===== src/hdl/dcd_pkg.sv =====
package dcd_pkg;

   localparam int PIX_W     = 8;
   localparam int RATIO_W   = 16;
   localparam int DEN_W     = 24;
   localparam int PROD_W    = RATIO_W + PIX_W;
   localparam int NUM_LANES = 3;
   localparam int QUOT_BITS = 8;
   localparam int NUM_W     = 33;

   localparam logic [DEN_W-1:0] FULL_SCALE = 24'd16711680;
   localparam logic [DEN_W-1:0] DEN_FLOOR  = 24'd1671168;

   localparam int FRONT_LAT = 3;
   localparam int LANE_LAT  = QUOT_BITS + 1;
   localparam int TOTAL_LAT = FRONT_LAT + LANE_LAT + 1;

   typedef logic [PIX_W-1:0] chan_type;

   typedef struct packed {
      logic [NUM_LANES-1:0][PIX_W-1:0] colour;
      chan_type                        alpha;
      logic                            frame_end;
   } pixel_type;

   typedef struct packed {
      logic             valid;
      logic [DEN_W-1:0] den;
      pixel_type        pix;
   } front_type;

   typedef struct packed {
      chan_type alpha;
      logic     frame_end;
   } side_type;

endpackage


===== src/hdl/dcd_front.sv =====
module dcd_front import dcd_pkg::*; (
   input  logic               clock,
   input  logic               reset,
   input  logic               accept,
   input  pixel_type          pix_in,
   input  logic [RATIO_W-1:0] ratio,
   output front_type          front_out
);

   logic             valid1_ff;
   pixel_type        pix1_ff;
   logic             valid2_ff;
   pixel_type        pix2_ff;
   logic [PROD_W-1:0] prod_ff;
   logic [PROD_W-1:0] prod_in;
   logic             valid3_ff;
   pixel_type        pix3_ff;
   logic [DEN_W-1:0] den_ff;
   logic [DEN_W-1:0] den_in;
   chan_type         dark;
   chan_type         dark_rg;

   always_comb begin
      dark_rg = (pix1_ff.colour[1] < pix1_ff.colour[0]) ? pix1_ff.colour[1]
                                                         : pix1_ff.colour[0];
      dark    = (pix1_ff.colour[2] < dark_rg) ? pix1_ff.colour[2] : dark_rg;
      prod_in = PROD_W'(ratio) * PROD_W'(dark);
   end

   always_comb begin
      den_in = FULL_SCALE - DEN_W'(prod_ff);
      if (den_in < DEN_FLOOR) begin
         den_in = DEN_FLOOR;
      end
   end

   always_ff @(posedge clock) begin
      if (reset) begin
         valid1_ff <= 1'b0;
         valid2_ff <= 1'b0;
         valid3_ff <= 1'b0;
      end else begin
         valid1_ff <= accept;
         valid2_ff <= valid1_ff;
         valid3_ff <= valid2_ff;
      end
   end

   always_ff @(posedge clock) begin
      if (accept) begin
         pix1_ff <= pix_in;
      end
      pix2_ff <= pix1_ff;
      prod_ff <= prod_in;
      pix3_ff <= pix2_ff;
      den_ff  <= den_in;
   end

   assign front_out.valid = valid3_ff;
   assign front_out.den   = den_ff;
   assign front_out.pix   = pix3_ff;

endmodule


===== src/hdl/dcd_lane.sv =====
module dcd_lane import dcd_pkg::*; (
   input  logic             clock,
   input  logic             reset,
   input  logic             valid_in,
   input  logic [DEN_W-1:0] den_in,
   input  chan_type         chan_in,
   output logic             valid_out,
   output chan_type         value_out
);

   logic                 valid_ff [0:QUOT_BITS];
   logic [NUM_W-1:0]     rem_ff   [0:QUOT_BITS];
   logic [DEN_W-1:0]     den_ff   [0:QUOT_BITS];
   logic [QUOT_BITS-1:0] quot_ff  [0:QUOT_BITS];
   logic                 ovf_ff   [0:QUOT_BITS];

   chan_type         inv;
   logic [15:0]      scaled;
   logic [31:0]      num;
   logic [31:0]      limit;
   logic             ovf_in;
   logic [NUM_W-1:0] dividend_in;

   always_comb begin
      inv         = 8'd255 - chan_in;
      scaled      = {inv, 8'b0} - 16'(inv);
      num         = {scaled, 16'b0};
      limit       = {den_in, 8'b0} - 32'({den_in, 1'b0});
      ovf_in      = num > limit;
      dividend_in = NUM_W'(num) + NUM_W'(den_in) - NUM_W'(1);
   end

   always_ff @(posedge clock) begin
      if (reset) begin
         valid_ff[0] <= 1'b0;
      end else begin
         valid_ff[0] <= valid_in;
      end
   end

   always_ff @(posedge clock) begin
      rem_ff[0]  <= dividend_in;
      den_ff[0]  <= den_in;
      quot_ff[0] <= '0;
      ovf_ff[0]  <= ovf_in;
   end

   for (genvar k = 0; k < QUOT_BITS; k++) begin : g_step
      logic [NUM_W-1:0]     dsh;
      logic [NUM_W-1:0]     rem_in;
      logic [QUOT_BITS-1:0] quot_in;

      always_comb begin
         dsh = NUM_W'(den_ff[k]) << (QUOT_BITS - 1 - k);
         if (rem_ff[k] >= dsh) begin
            rem_in  = rem_ff[k] - dsh;
            quot_in = quot_ff[k] | (QUOT_BITS'(1) << (QUOT_BITS - 1 - k));
         end else begin
            rem_in  = rem_ff[k];
            quot_in = quot_ff[k];
         end
      end

      always_ff @(posedge clock) begin
         if (reset) begin
            valid_ff[k+1] <= 1'b0;
         end else begin
            valid_ff[k+1] <= valid_ff[k];
         end
      end

      always_ff @(posedge clock) begin
         rem_ff[k+1]  <= rem_in;
         den_ff[k+1]  <= den_ff[k];
         quot_ff[k+1] <= quot_in;
         ovf_ff[k+1]  <= ovf_ff[k];
      end
   end

   assign valid_out = valid_ff[QUOT_BITS];
   assign value_out = ovf_ff[QUOT_BITS] ? '0 : 8'd255 - quot_ff[QUOT_BITS];

endmodule


===== src/hdl/dark_channel_dehaze_pixel_top.sv =====
// Channel   Direction  Handshake                 Payload
// request   in         start, busy               req_red_in .. req_frame_end_in
// response  out        rsp_valid (strobe)        rsp_red_out .. rsp_frame_end_out
// csr       in         csr_valid, csr_ready      csr_dehaze_ratio
//
// One pixel is accepted every clock cycle; busy never rises.
// Each request passes the front end, which forms the dark value and the denominator (pixel,
// product and denominator registers), then the per-channel restoring divider (a set-up stage,
// then eight stages of one quotient bit each), then the output register.
// Synchronous reset empties the pipeline and clears the ratio register.
// Results are shown for exactly one cycle; the receiver cannot stall them.
module dark_channel_dehaze_pixel_top import dcd_pkg::*; (
   input  logic               clock,
   input  logic               reset,
   input  logic               start,
   output logic               busy,
   input  logic [7:0]         req_red_in,
   input  logic [7:0]         req_green_in,
   input  logic [7:0]         req_blue_in,
   input  logic [7:0]         req_alpha_in,
   input  logic               req_frame_end_in,
   output logic               rsp_valid,
   output logic [7:0]         rsp_red_out,
   output logic [7:0]         rsp_green_out,
   output logic [7:0]         rsp_blue_out,
   output logic [7:0]         rsp_alpha_out,
   output logic               rsp_frame_end_out,
   input  logic               csr_valid,
   output logic               csr_ready,
   input  logic [RATIO_W-1:0] csr_dehaze_ratio
);

   logic [RATIO_W-1:0]              ratio_ff;
   logic                            accept;
   pixel_type                       pix_in;
   front_type                       front;
   logic [NUM_LANES-1:0]            lane_valid;
   logic [NUM_LANES-1:0][PIX_W-1:0] lane_value;
   side_type                        side_ff [0:LANE_LAT-1];
   logic                            rsp_valid_ff;
   logic [NUM_LANES-1:0][PIX_W-1:0] rsp_colour_ff;
   side_type                        rsp_side_ff;

   assign busy      = 1'b0;
   assign csr_ready = 1'b1;
   assign accept    = start && !busy;

   always_ff @(posedge clock) begin
      if (reset) begin
         ratio_ff <= '0;
      end else if (csr_valid && csr_ready) begin
         ratio_ff <= csr_dehaze_ratio;
      end
   end

   assign pix_in.colour[0] = req_red_in;
   assign pix_in.colour[1] = req_green_in;
   assign pix_in.colour[2] = req_blue_in;
   assign pix_in.alpha     = req_alpha_in;
   assign pix_in.frame_end = req_frame_end_in;

   dcd_front u_front (
      .clock     (clock),
      .reset     (reset),
      .accept    (accept),
      .pix_in    (pix_in),
      .ratio     (ratio_ff),
      .front_out (front)
   );

   for (genvar i = 0; i < NUM_LANES; i++) begin : g_lane
      dcd_lane u_lane (
         .clock     (clock),
         .reset     (reset),
         .valid_in  (front.valid),
         .den_in    (front.den),
         .chan_in   (front.pix.colour[i]),
         .valid_out (lane_valid[i]),
         .value_out (lane_value[i])
      );
   end

   always_ff @(posedge clock) begin
      side_ff[0].alpha     <= front.pix.alpha;
      side_ff[0].frame_end <= front.pix.frame_end;
      for (int k = 1; k < LANE_LAT; k++) begin
         side_ff[k] <= side_ff[k-1];
      end
   end

   always_ff @(posedge clock) begin
      if (reset) begin
         rsp_valid_ff <= 1'b0;
      end else begin
         rsp_valid_ff <= lane_valid[0];
      end
   end

   always_ff @(posedge clock) begin
      rsp_colour_ff <= lane_value;
      rsp_side_ff   <= side_ff[LANE_LAT-1];
   end

   assign rsp_valid         = rsp_valid_ff;
   assign rsp_red_out       = rsp_colour_ff[0];
   assign rsp_green_out     = rsp_colour_ff[1];
   assign rsp_blue_out      = rsp_colour_ff[2];
   assign rsp_alpha_out     = rsp_side_ff.alpha;
   assign rsp_frame_end_out = rsp_side_ff.frame_end;

   // All colour lanes must advance in lock step.
   a_lanes_aligned: assert property (@(posedge clock) disable iff (reset)
      (lane_valid == '0) || (lane_valid == '1))
      else $error("colour lanes out of step");

   // Every response stems from a transaction accepted a fixed latency earlier.
   a_rsp_has_req: assert property (@(posedge clock) disable iff (reset)
      rsp_valid |-> $past(accept, TOTAL_LAT))
      else $error("response without matching request");

   // Alpha travels alongside the divider with the same delay.
   a_alpha_aligned: assert property (@(posedge clock) disable iff (reset)
      rsp_valid |-> (rsp_alpha_out == $past(req_alpha_in, TOTAL_LAT)))
      else $error("alpha misaligned with colour result");

endmodule

===== config.mk =====
export PLATFORM = sky130hd
export DESIGN_NAME = dark_channel_dehaze_pixel_top
export DESIGN_NICKNAME = d
export VERILOG_FILES = /design/src/hdl/dcd_pkg.sv /design/src/hdl/dcd_front.sv /design/src/hdl/dcd_lane.sv /design/src/hdl/dark_channel_dehaze_pixel_top.sv
export SDC_FILE = /design/constraint.sdc
export NUM_CORES = 2
export LEC_CHECK = 0
export BUFFER_PORTS_ARGS = -buffer_cell sky130_fd_sc_hd__buf_2
export CAP_MARGIN = 30
export CORE_AREA = 2 2 384 386
export CTS_CLUSTER_SIZE = 10
export DETAILED_ROUTE_END_ITERATION = 16
export DIE_AREA = 0 0 386 388
export HOLD_SLACK_MARGIN = 0.02
export PLACE_DENSITY = 0.65
export SLEW_MARGIN = 30
export SYNTH_ARGS = -nofsm -noshare
export SYNTH_HDL_FRONTEND = slang
export SYNTH_SLANG_ARGS = --single-unit

===== constraint.sdc =====
create_clock -name clock -period 10.8 [get_ports clock]
set_clock_uncertainty 0.15 [all_clocks]
set_input_delay 1.08 -clock clock [delete_from_list [all_inputs] [get_ports clock]]
set_output_delay 1.08 -clock clock [all_outputs]
set_load 0.01 [all_outputs]

# [Word level (Yosys, flattened, before mapping)]
# Memories as Yosys holds them, arrays and structs flattened. A register that Yosys moved wholly into a read port is not among the register bits.
# Cells that the tools add are included.
[word_totals] ff_bits=190 ramBits=1872 input_bits=53 output_inout_bits=36 memories=14
[classes] n_addsub=41 n_mul=1 order_cmp=30 muxes=62 n_bitwise=9
[mem_list] memory="g_lane[0].u_lane.rem_ff" words=9 width=33 rd=8 rd_ports_with_merged_regs=0 write_ports=9 line="dcd_lane.sv:12" text="logic [NUM_W-1:0] rem_ff [0:QUOT_BITS];"
[mem_list] memory="g_lane[1].u_lane.rem_ff" words=9 width=33 rd=8 rd_ports_with_merged_regs=0 write_ports=9 line="dcd_lane.sv:12"
[mem_list] memory="g_lane[2].u_lane.rem_ff" words=9 width=33 rd=8 rd_ports_with_merged_regs=0 write_ports=9 line="dcd_lane.sv:12"
[mem_list] memory="g_lane[0].u_lane.den_ff" words=9 width=24 rd=8 rd_ports_with_merged_regs=0 write_ports=9 line="dcd_lane.sv:13" text="logic [DEN_W-1:0] den_ff [0:QUOT_BITS];"
[mem_list] memory="g_lane[1].u_lane.den_ff" words=9 width=24 rd=8 rd_ports_with_merged_regs=0 write_ports=9 line="dcd_lane.sv:13"
[mem_list] memory="g_lane[2].u_lane.den_ff" words=9 width=24 rd=8 rd_ports_with_merged_regs=0 write_ports=9 line="dcd_lane.sv:13"
[mem_list] memory="8 more memories"
[op_table] cell="33-bit two-way mux" count=24
[op_table] cell="32-bit by 24-bit adder with 33-bit output" count=3
[op_table] cell="33-bit by 24-bit >= comparator with 1-bit output" count=3
[op_table] cell="33-bit by 25-bit >= comparator with 1-bit output" count=3
[op_table] cell="33-bit by 26-bit >= comparator with 1-bit output" count=3
[op_table] cell="33-bit by 27-bit >= comparator with 1-bit output" count=3
[op_table] cell="33-bit by 28-bit >= comparator with 1-bit output" count=3
[op_table] cell="33-bit by 29-bit >= comparator with 1-bit output" count=3
[op_table] cell="33-bit by 30-bit >= comparator with 1-bit output" count=3
[op_table] cell="33-bit by 31-bit >= comparator with 1-bit output" count=3
[op_table] cell="33-bit by 1-bit subtractor with 33-bit output (second input constant)" count=3
[op_table] cell="33-bit by 24-bit subtractor with 33-bit output" count=3
[op_table] cell="33-bit by 25-bit subtractor with 33-bit output" count=3
[op_table] cell="33-bit by 26-bit subtractor with 33-bit output" count=3
[op_table] cell="33-bit by 27-bit subtractor with 33-bit output" count=3
[op_table] cell="33-bit by 28-bit subtractor with 33-bit output" count=3
[op_table] cell="33-bit by 29-bit subtractor with 33-bit output" count=3
[op_table] cell="33-bit by 30-bit subtractor with 33-bit output" count=3
[op_table] cell="33-bit by 31-bit subtractor with 33-bit output" count=3
[op_table] cell="32-bit > comparator" count=3
[op_table] cell="16-bit by 8-bit subtractor with 16-bit output" count=3
[op_table] cell="8-bit subtractor (first input constant)" count=6
[op_table] cell="8-bit two-way mux" count=5
[op_table] cell="32-bit by 25-bit subtractor with 32-bit output" count=1
[op_table] cell="other kinds (12)" count=47

# [Depth between registers and ports, before layout]
[depth] ltp_word=5 mapped_depth=38 depth_no_buf=36

# [By module]
# A second synthesis with hierarchy kept.
[unflattened] hier_cells=9738 area_unflattened_um2=89557.1
[by_module_without_submodules] mod="dcd_lane (g_lane[2].u_lane)" n_inst=1 cells_each=2920 area_each_um2=26043.7 seq_area_each_um2=10209.8
[by_module_without_submodules] mod="dcd_lane (g_lane[1].u_lane)" n_inst=1 cells_each=2921 area_each_um2=25832.3 seq_area_each_um2=10209.8
[by_module_without_submodules] mod="dcd_lane (g_lane[0].u_lane)" n_inst=1 cells_each=2841 area_each_um2=25560.8 seq_area_each_um2=10209.8
[by_module_without_submodules] mod="dcd_front" n_inst=1 cells_each=884 area_each_um2=9207.6 seq_area_each_um2=3333.2
[by_module_without_submodules] mod="dark_channel_dehaze_pixel_top" n_inst=1 cells_each=172 area_each_um2=2912.8 seq_area_each_um2=2622.5

# [Worst setup path after synthesis]
# OpenSTA, ideal clock, no wires.
[synth_timing] path_type="flip-flop to flip-flop" start="reg u_front.pix1_ff[10] (netlist bit)" end="reg u_front.prod_ff[23]" arrival_time_ns=7.746 path_slack_ns=2.832 path_stages_with_launch=37 path_buffers=2 period_less_slack_ns=7.968 cell_sequence="edfxtp_1 -> inv_1 -> ha_1 -> a21o_1 -> a21o_1 -> a211oi_1 -> o21ai_1 -> nand2_1 -> clkbuf_1 -> o21ai_0 -> inv_1 -> ha_1 -> a21o_1 -> a21o_1 -> a21o_1 -> a21oi_1 -> o22ai_1 -> nor3_1 -> buf_2 -> and2_1 -> fa_1 -> fa_1 -> fa_1 -> inv_1 -> fa_1 -> inv_1 -> ha_1 -> o21ai_0 -> nand2b_1 -> nand2_1 -> a21oi_1 -> nor2_1 -> o221ai_1 -> o21ai_0 -> o21ai_0 -> o41ai_1 -> xnor2_1"
[synth_via] elab_chain_len=5
[synth_lines] element="start: declaration" line="dcd_front.sv:11" text="pixel_type pix1_ff;"
[synth_lines] element="start signal: assignment" line="dcd_front.sv:51" text="pix1_ff <= pix_in;"
[synth_lines] element="8-bit less-than comparator" line="dcd_front.sv:24" text="dark_rg = (pix1_ff.colour[1] < pix1_ff.colour[0]) ? pix1_ff.colour[1]"
[synth_lines] element="8-bit two-way mux (*)" line="dcd_front.sv:24"
[synth_lines] element="8-bit less-than comparator" line="dcd_front.sv:26" text="dark = (pix1_ff.colour[2] < dark_rg) ? pix1_ff.colour[2] : dark_rg;"
[synth_lines] element="8-bit two-way mux (*)" line="dcd_front.sv:26"
[synth_lines] element="16-bit by 8-bit multiplier with 24-bit output (*)" line="dcd_front.sv:27" text="prod_in = PROD_W'(ratio) * PROD_W'(dark);"
[synth_lines] element="named net u_front.prod_in[23]" line="dcd_front.sv:15" text="logic [PROD_W-1:0] prod_in;"
[synth_lines] element="end signal: assignment" line="dcd_front.sv:54" text="prod_ff <= prod_in;"
[synth_lines] element="end: declaration" line="dcd_front.sv:14" text="logic [PROD_W-1:0] prod_ff;"
# The timed path passes the listed nets; every way through them passes the cells marked *.
# A chain may end at the register's enable or synchronous reset.

# [Worst setup path after layout]
# Ends and elaborated chain as after synthesis.

==> impl_metrics.tcl <==
set metrics [dict create \
    detailedRoute.firstIterationViolations 3246 \
    netlist.top_cell.by_area "dfxtp_1" \
    cell_seen_most_often_among_critical_path_stages "a21o_1" \
    finalHoldViolations 0 \
    number_of_global_route_vias_before_repair 56500 \
    grt_start_max_net_pins 51 \
    synth_sequential_area_ratio_pct 37.0 \
    fin_crit_period_ps 9050 \
    cp_slowest_cell "nor3_4" \
    post_cts_hold_buffer_count 0 \
    ant_nets 0 \
    drt-wirelength-per-cell_um 21.5 \
    place.gp.congestion 1.02 \
    synth-adder-area-share_pct 16.1 \
    ys_seq_elements 1321 \
    run_status "complete, no violations" \
    routed_wirelength_mm 217 \
    cts_tree "built" \
    worstMarginPinSlew_ps 983 \
    place_hpwl_mm 179 \
    grt_antenna_before_repair 2 \
    critical_path_class "reg -> reg" \
    slew_headroom_pct 33.9 \
    layout_setup_ws_ps 1750 \
    detailedRoute.firstPassIterationCount 5 \
    grt_util_all_layers_pct 28.5 \
    worstSetupStartpointType "flop" \
    synth_xor_area_share_pct 7.37 \
    yosys_most_used_dff "dfxtp_1" \
    synth.most_common_cell "dfxtp_1" \
    place_ws_ps 1800 \
    post_synth.cell_area_avg_um2 9.14 \
    setup_buffers_after_cts 0 \
    htree_num_levels 4 \
    synth_simple_gate_area_share_pct 14.9 \
    layout_worst_path_cycle_share_pct 83.8 \
    timing.max_cap.violations 0 \
    hp-class "reg -> reg" \
    setup_total_neg_slack_ps 0 \
    fin_area_um2 79700 \
    synth.top_cell.area_share_pct 35.6 \
    synthesis.area_um2 72400 \
    post_cts_resize_count 0 \
    numPortBuffers 86 \
    synth_async_sr_flop_share_pct 0 \
    layout-drive-gt1-share_pct 7.30 \
    gr-total-overflow 0 \
    cts-root-to-sink-buffers 3 \
    slew_violations 0 \
    floorplan.io_pins 89 \
    arrival_ps 9620 \
    synthToLayoutAreaGrowth_pct 10.1 \
    netlist_top_cells_area "dfxtp_1 (36%), ha_1 (13%), a21oi_1 (4.7%)" \
    viasPerCell 5.67 \
    cts_root_buffer "clkbuf_16" \
    yosys-mux-area-fraction_pct 2.72 \
    synth_compound_gate_area_share_pct 17.9 \
    final_nets 8985 \
    rows 140 \
    design.die.area_um2 150000 \
    rsz0062_at_grt "false" \
    upper_clock_frequency_limit_mhz 111 \
    synth_cells 7917 \
    die_w_um 386 \
    postPlaceCellArea_um2 74900 \
    die_h_um 388 \
    worstPathMaxFanout 16 \
    placeableCoreArea_um2 145000 \
    synth.lib_cells_used.distinct 107 \
    synth_nets 8839 \
    crit_path_max_incr_delay_ps 590 \
    synth-edff-count 33 \
    synth_warnings 0 \
    worst_setup_hold_path_clk_slew_ps 50 \
    clock_sink_count 1321 \
    setup_viol_count_final 0 \
    end_kind "flop" \
    synth_top_family_by_area "compound AO/OA/AOI/OAI gates" \
    vias 57000 \
    drcViolationCount 0 \
    grt_pass1_wl_mm 326 \
    cp.required_ps 11380 \
    finalCoreUtilization_pct 54.9 \
    worst_skew_pair.late_latency_ps 800 \
    initial_core_utilization_pct 49.8 \
    cts_made_buffers 159 \
    cell_types_with_the_highest_counts_after_synthesis "dfxtp_1 (1,288), ha_1 (765), a21oi_1 (678)" \
]
[final timing paths]
check | to | cells after the start | startpoint | slack [ps]
setup reg to reg | u_front.prod_ff[23] | 34 | u_front.pix1_ff[10] | 1750
setup / recovery | u_front.prod_ff[23] | 34 | u_front.pix1_ff[10] | 1750
hold reg to reg | g_lane[2].u_lane.quot_ff[0][61] | 0 | g_lane[2].u_lane.quot_ff[0][53] | 160
hold / removal | g_lane[2].u_lane.quot_ff[0][61] | 0 | g_lane[2].u_lane.quot_ff[0][53] | 160
[kinds of logic (layout without fill, tap and decap cells)]
group	Yosys count	in the layout
xor gates and xnor gates	609	609
muxes	178	178
AOI/OAI and AO/OA	2025	2025
other	2	3
buffers and inverters	743	959
and+or+nand+nor	2170	2170
adders and majority gates	869	869
DFF	1321	1321
[flip-flops by register name, indices dropped and copies added (netlist names), 8 cells and up]
register and count:
side_ff 81, u_front.front_out 33, ratio_ff 16, g_lane.u_lane.ovf_ff 27, g_lane.u_lane.den_ff 192, u_front.pix2_ff 33
rsp_alpha_out 8, rsp_green_out 8, u_front.prod_ff 24, g_lane.u_lane.quot_ff 108, g_lane.u_lane.rem_ff 704, u_front.pix1_ff 33
rsp_blue_out 8, rsp_red_out 8, g_lane.u_lane.valid_ff 9, u_front.den_ff 24
[area by class of cell]
class	count	area (um2)
Tap cell	1917	2400
Timing Repair Buffer	113	636
Inverter	615	2310
Clock inverter	28	454
Fill cell	13100	65500
Clock buffer	203	4330
Sequential cell	1321	26800
Antenna cell	1	2.50
Multi-Input combinational cell	5853	42800
[worst max-delay path: cells and delay by family (launching register included)]
family	cells	cell delay, ps
compound gates	16	3570
fa+ha+maj	7	2770
simple gates	6	1630
xor+xnor	1	160
buf+inv	4	290
flops	1	390
[routing by layer]
metal / up-vias / part of all wire [%] / global-route usage, %
met3: 653 / 3.9 / 3.78
li1: 28200 / - / -
met2: 1547 / 49 / 50.1
met1: 26600 / 37 / 29.3
met5: - / 0 / 0
met4: 0 / 10 / 25.5
[cell usage in the layout, fill, tap and decap left out, drive strengths merged, types with 56 or more instances in the layout]
cell       n
o21ai    412
fa       104
xor2     231
nor2     620
nor2b    112
buf      113
a31oi     61
and3      69
a21oi    683
o21bai    59
nand3    149
a211oi    56
ha       765
nand2b   106
a21o     287
o21a      99
dfxtp   1288
nand4     82
xnor2    378
clkbuf   203
and2     142
mux2     150
inv      623
nor3     169
nand2    457
[stage by stage]
| step | cells | hold WS (ps) |
|---|---|---|
| 2_1_floorplan | 7917 | 160 |
| 3_3_place_gp | 9819 | 159 |
| 3_5_place_dp | 9819 | 162 |
| 4_1_cts | 10100 | 164 |
| 5_1_grt | 10100 | 172 |
| 6_report | 10100 | 161 |
Power is left out: the tool's default activity adds up to more than one toggle a clock period on the data nets, which glitch-free logic cannot reach.
